`config.mk`:
```
export PLATFORM = sky130hd
export DESIGN_NAME = mfra_ctrl
export DESIGN_NICKNAME = d
export VERILOG_FILES = /design/src/sv/mfra_pkg.sv /design/src/sv/mfra_ctrl.sv
export SDC_FILE = /design/constraint.sdc
export NUM_CORES = 1
export LEC_CHECK = 0
export ABC_AREA = 1
export BUFFER_PORTS_ARGS = -buffer_cell sky130_fd_sc_hd__buf_2
export CORE_AREA = 8 8 45 47
export CTS_CLUSTER_DIAMETER = 200
export DETAILED_ROUTE_END_ITERATION = 8
export DIE_AREA = 0 0 53 55
export GPL_ROUTABILITY_DRIVEN = 0
export MAX_ROUTING_LAYER = met4
export PLACE_DENSITY_LB_ADDON = 0.05
export SYNTH_ARGS = -nofsm -noshare
export SYNTH_HDL_FRONTEND = slang
export SYNTH_SLANG_ARGS = --single-unit
```
`constraint.sdc`:
```
create_clock -name clk -period 2.2 [get_ports clk]
set_clock_uncertainty 0.1 [all_clocks]
set_input_delay 0.33 -clock clk [delete_from_list [all_inputs] [get_ports clk]]
set_output_delay 0.33 -clock clk [all_outputs]
set_load 0.05 [all_outputs]
```
`src/sv/mfra_pkg.sv`:
```
`timescale 1ns / 1ps
// ----------------------------------------------------------------------------
// mfra_pkg
// Shared types and constants of the maximal free rectangle area block.
// ----------------------------------------------------------------------------
package mfra_pkg;

	localparam int CFG_W  = 11;
	localparam int AREA_W = 21;
	localparam int TDATA_IN_W  = 8;
	localparam int TDATA_OUT_W = 24;

	localparam logic [AREA_W-1:0] AREA_LIMIT = 21'h1FFFFF;
	localparam logic [CFG_W-1:0]  COUNT_RESET = 11'd1024;

	// controller -> datapath
	typedef struct packed {
		logic clr_step;   // zero one height entry
		logic take;       // ready for a cell
		logic height;     // update run height of current column
		logic pop;        // pop stack top into multiplier
		logic pop_load;   // reload top, form area
		logic push;       // push current column
		logic finish;     // close cell, emit on last
	} mfra_cmd_t;

	// datapath -> controller
	typedef struct packed {
		logic cfg_wr;
		logic clr_done;
		logic in_acc;
		logic pop_hit;
		logic flush_armed;
		logic flush_need;
		logic is_last;
		logic out_free;
	} mfra_sts_t;

endpackage

```
`src/sv/mfra_ctrl.sv`:
```
`timescale 1ns / 1ps
// ----------------------------------------------------------------------------
// mfra_ctrl
// Sequencer: height clear pass, per-cell height update, stack pops and
// pushes, row flush and result hand-off.
// ----------------------------------------------------------------------------
module mfra_ctrl (
	input  logic                 clk,
	input  logic                 arst_n,
	input  mfra_pkg::mfra_sts_t  sts,
	output mfra_pkg::mfra_cmd_t  cmd
);
	import mfra_pkg::*;

	typedef enum logic [5:0] {
		ST_CLEAR    = 6'b000001,
		ST_IDLE     = 6'b000010,
		ST_HEIGHT   = 6'b000100,
		ST_POP_CHK  = 6'b001000,
		ST_POP_WAIT = 6'b010000,
		ST_FINISH   = 6'b100000
	} state_t;

	state_t state_q, state_nxt;

	always_ff @(posedge clk or negedge arst_n) begin
		if (!arst_n) begin
			state_q <= ST_CLEAR;
		end else begin
			state_q <= state_nxt;
		end
	end

	always_comb begin
		cmd       = '0;
		state_nxt = state_q;
		unique case (state_q)
			ST_CLEAR: begin
				if (sts.clr_done) begin
					state_nxt = ST_IDLE;
				end else begin
					cmd.clr_step = 1'b1;
				end
			end
			ST_IDLE: begin
				cmd.take = 1'b1;
				if (sts.in_acc) begin
					state_nxt = ST_HEIGHT;
				end
			end
			ST_HEIGHT: begin
				cmd.height = 1'b1;
				state_nxt  = ST_POP_CHK;
			end
			ST_POP_CHK: begin
				priority if (sts.pop_hit) begin
					cmd.pop   = 1'b1;
					state_nxt = ST_POP_WAIT;
				end else if (sts.flush_armed) begin
					state_nxt = ST_FINISH;
				end else begin
					cmd.push  = 1'b1;
					state_nxt = sts.flush_need ? ST_POP_CHK : ST_IDLE;
				end
			end
			ST_POP_WAIT: begin
				cmd.pop_load = 1'b1;
				state_nxt    = ST_POP_CHK;
			end
			ST_FINISH: begin
				priority if (!sts.is_last) begin
					cmd.finish = 1'b1;
					state_nxt  = ST_IDLE;
				end else if (sts.out_free) begin
					cmd.finish = 1'b1;
					state_nxt  = ST_CLEAR;
				end else begin
					state_nxt  = ST_FINISH;
				end
			end
			default: begin
				state_nxt = ST_CLEAR;
			end
		endcase
		if (sts.cfg_wr) begin
			state_nxt = ST_CLEAR;
		end
	end

endmodule

```
; Word level (Yosys, flattened, before mapping)
; Index checks and enable logic that the tools add are counted.
[totals]
inputBits = 10
ff_bits = 6
[classes]
n_eq_ne = 8
n_reduce_logical = 2
mux = 22
[op_table]
columns = operator, n
row1 = 6-bit two-way mux, 7
row2 = 6-bit case mux with 5 select lines, 1
row3 = 1-bit two-way mux, 13
row4 = 6-bit by 1-bit equality test with 1-bit output (second input constant), 1
row5 = 6-bit by 2-bit equality test with 1-bit output (second input constant), 1
row6 = 6-bit by 3-bit equality test with 1-bit output (second input constant), 1
row7 = 6-bit by 4-bit equality test with 1-bit output (second input constant), 1
row8 = 6-bit by 5-bit equality test with 1-bit output (second input constant), 1
row9 = 6-bit equality test (second input constant), 1
row10 = 3-bit inequality test (second input constant), 2
row11 = 4-bit two-way mux, 1
row12 = 2-bit AND reduction, 1
row13 = 2-bit OR reduction, 1

; Depth between registers and ports, before layout
[depth]
word_depth = 5
depth_mapped = 8
ltp_nobuf = 8

; Least setup slack after synthesis
; No wires, ideal clock.
[synth_timing]
path_kind = register -> output
startpoint = register state_q[1]
endpoint = output cmd[1] (netlist name)
required_ns = 1.770
arrival_time_ns = 1.761
path_buffers = 0
setup_slack_ns = 0.009
stages_incl_launch_ff = 4
cell_sequence = dfrtp_1 > nor2_4 > nand3_2 > nor3_1
[synth_rtl]
columns = element, line
row1 = from (decl), mfra_ctrl.sv:24  ; state_t state_q, state_nxt;
row2 = from (signal assigned), mfra_ctrl.sv:30  ; state_q <= state_nxt;
row3 = to (decl), mfra_ctrl.sv:11  ; output mfra_pkg::mfra_cmd_t cmd

==> results.cfg <==
[run_status]
status = finished clean

[synth]
synth_top_area_share_pct = 25.1
netlist_instances = 73
yosysTopAreaCell = dfrtp_1
netlist_area_um2 = 498
synth_warnings = 0
ys_seq_elements = 6
synthTopCellsByArea = dfrtp_1 25%, inv_1 12%, nand2_1 9.0%, nor2_4 9.0%, nand4_1 7.5%
seq_area_frac_synth_pct = 30.4
synth_cell_type_count = 16
synth_fp_nets = 83
postSynthAreaPerCell_um2 = 6.82

[sta]
fmax_mhz = 532
hold_viol = 0
final-setup-viol-count = 0
report.final.slew_viol_count = 0
fin_setup_tns_ps = 0
period_share_pct = 85.5
fin_crit_ps = 1880
relSlewSlack_pct = 83.3
worst_slew_pin_slew_ps = 252
grt_setup_unrepaired = false

[drt]
met1_length_um = 556
ant_nets = 0
wl_met3_um = 78
highest-signal-layer = met4
drtIter0Drc = 10
vias = 508
wl_met2_um = 540
drtPass1Iterations = 4
drt-vias-per-instance = 4.62
wl_per_cell_um = 10.8
drc = 0
routed_wl_um = 1190

[clock_network]
cts_made_buffers = 3
htree_levels = 1
clk_path_buf_depth = 2
cts.clk_slew.worst_paths_ps = 50
postCtsResizedCells = 0
clk_latency_ps = 240
post_cts_buffers = 0
cts_root_buf = clkbuf_4
cts_hold_buffers = 1
clock_sinks = 6
cts_tree = built

[global_route]
antenna_found_initial = 0
grt_max_degree = 8
grt_pass1_vias = 446
globalRouteTotalUtil_pct = 9.20
grt_remaining_overflow = 0
grt_pass1_wl_um = 1920

[worst_hold_path]
hold_path.class = in -> reg
hold_depth = 2

[critical_path]
worstPathRequired_ps = 1770
cp_max_fo = 6
start_kind = flip-flop
worstPathArrival_ps = 1450
max_stage_delay_ps = 420
path_buf_inv = 1
cp_num_cells = 4
crit_chain = nor2_4 -> nand3_2 -> nor3_1 -> buf_2
cp-end-kind = output port
crit_type = reg -> out
path_delay_family = simple AND/OR/NAND/NOR gates
worstRegToRegCells = 7
slowest_stage = dfrtp_1

[cells_and_area]
final_util_pct = 45.8
diodes = 0
regMostFlops = state_q
drive_above_1_share_pct = 34.0
largest_register_ffs = 6
largest_registers = state_q x6
final_area_um2 = 634
fin_cells = 110
nNetsFinal = 105
layout_common_cells = 16 x inv_1, 16 x buf_2, 12 x nand2_1
areaGrowthSynthToFinish_pct = 27.4

[placement]
dp_hpwl_um = 1010
dp_cells = 105
portBuffers = 16
postPlaceCellArea_um2 = 598

[power_and_ir_drop]
p_total_mw = 0.423
comb_power_share_pct = 39.3
pwr-share-clk_pct = 26.1
p_seq_share_pct = 34.7
switchingPower_mw = 0.172
leakage_nw = 0.366
p_per_area_mw_per_mm2 = 668
ir_drop_mv = 0.395
p_sw_share_pct = 40.6
p_int_mw = 0.251

[floorplan]
die_w_um = 53
start_util_pct = 36.0
dieArea_mm2 = 0.00292
fp.dieH_um = 55
design.core.area_mm2 = 0.00138
rows = 14
pin_count = 17

[flow_run]
drv_cap = 0
[per-stage QoR]
stage / setup WS, ps / hold slack, ps
after floorplan: 8.51 / -65.6
after global placement: 576 / 62.5
after detailed placement: 574 / 63.1
after CTS: 303 / 219
after global routing: 226 / 212
final: 320 / 227
[power groups by stage]
stage | registers [mW] | clock network [mW] | logic (mW)
finish | 0.147 | 0.110 | 0.166
global placement | 0.148 | 0 | 0.167
floorplan | 0.145 | 0 | 0.129
detailed placement | 0.148 | 0 | 0.166
CTS | 0.147 | 0.115 | 0.168
global route | 0.150 | 0.125 | 0.188
[layer usage]
layer / GRT usage (%) / vias up
met5: - / -
met4: 5.17 / 0
met3: 3.74 / 2
met2: 13.9 / 10
met1: 10.1 / 223
li1: - / 273
[final timing paths]
path,start,to,slack [ps]
max,state_q[4],cmd[1],320
min,sts[7],state_q[4],230
max reg2reg,state_q[0],state_q[1],900
min reg2reg,state_q[4],state_q[5],570
max in group asynchronous,arst_n,state_q[0],1440
min in group asynchronous,arst_n,state_q[2],330
[cell type report]
type                            count  area, um^2
Fill cell                         139         749
Sequential cell                     6         151
Tap cell                           16        20.0
Multi-Input combinational cell     51         287
Inverter                           16        60.1
Timing Repair Buffer               17        90.1
Clock buffer                        4        26.3
[logic make-up (layout without fill, tap and decap cells)]
kind of cell	Yosys count	after routing	synth area share [%]
flops	6	6	30.4
simple gates	48	48	54.5
compound gates	3	3	3.01
buf+inv	16	37	12.1
[synth_stat cells]
master,instances
nor2_2,3
nand2_1,12
nand2_2,3
nor2_4,4
nor3b_1,1
dfstp_2,1
nand4_1,6
nor2_1,9
nand3b_1,1
nand3_1,5
nor3_1,2
nand3_2,1
a21oi_1,3
nor3b_2,1
dfrtp_1,5
inv_1,16
Power figures use the tool's default switching activity.
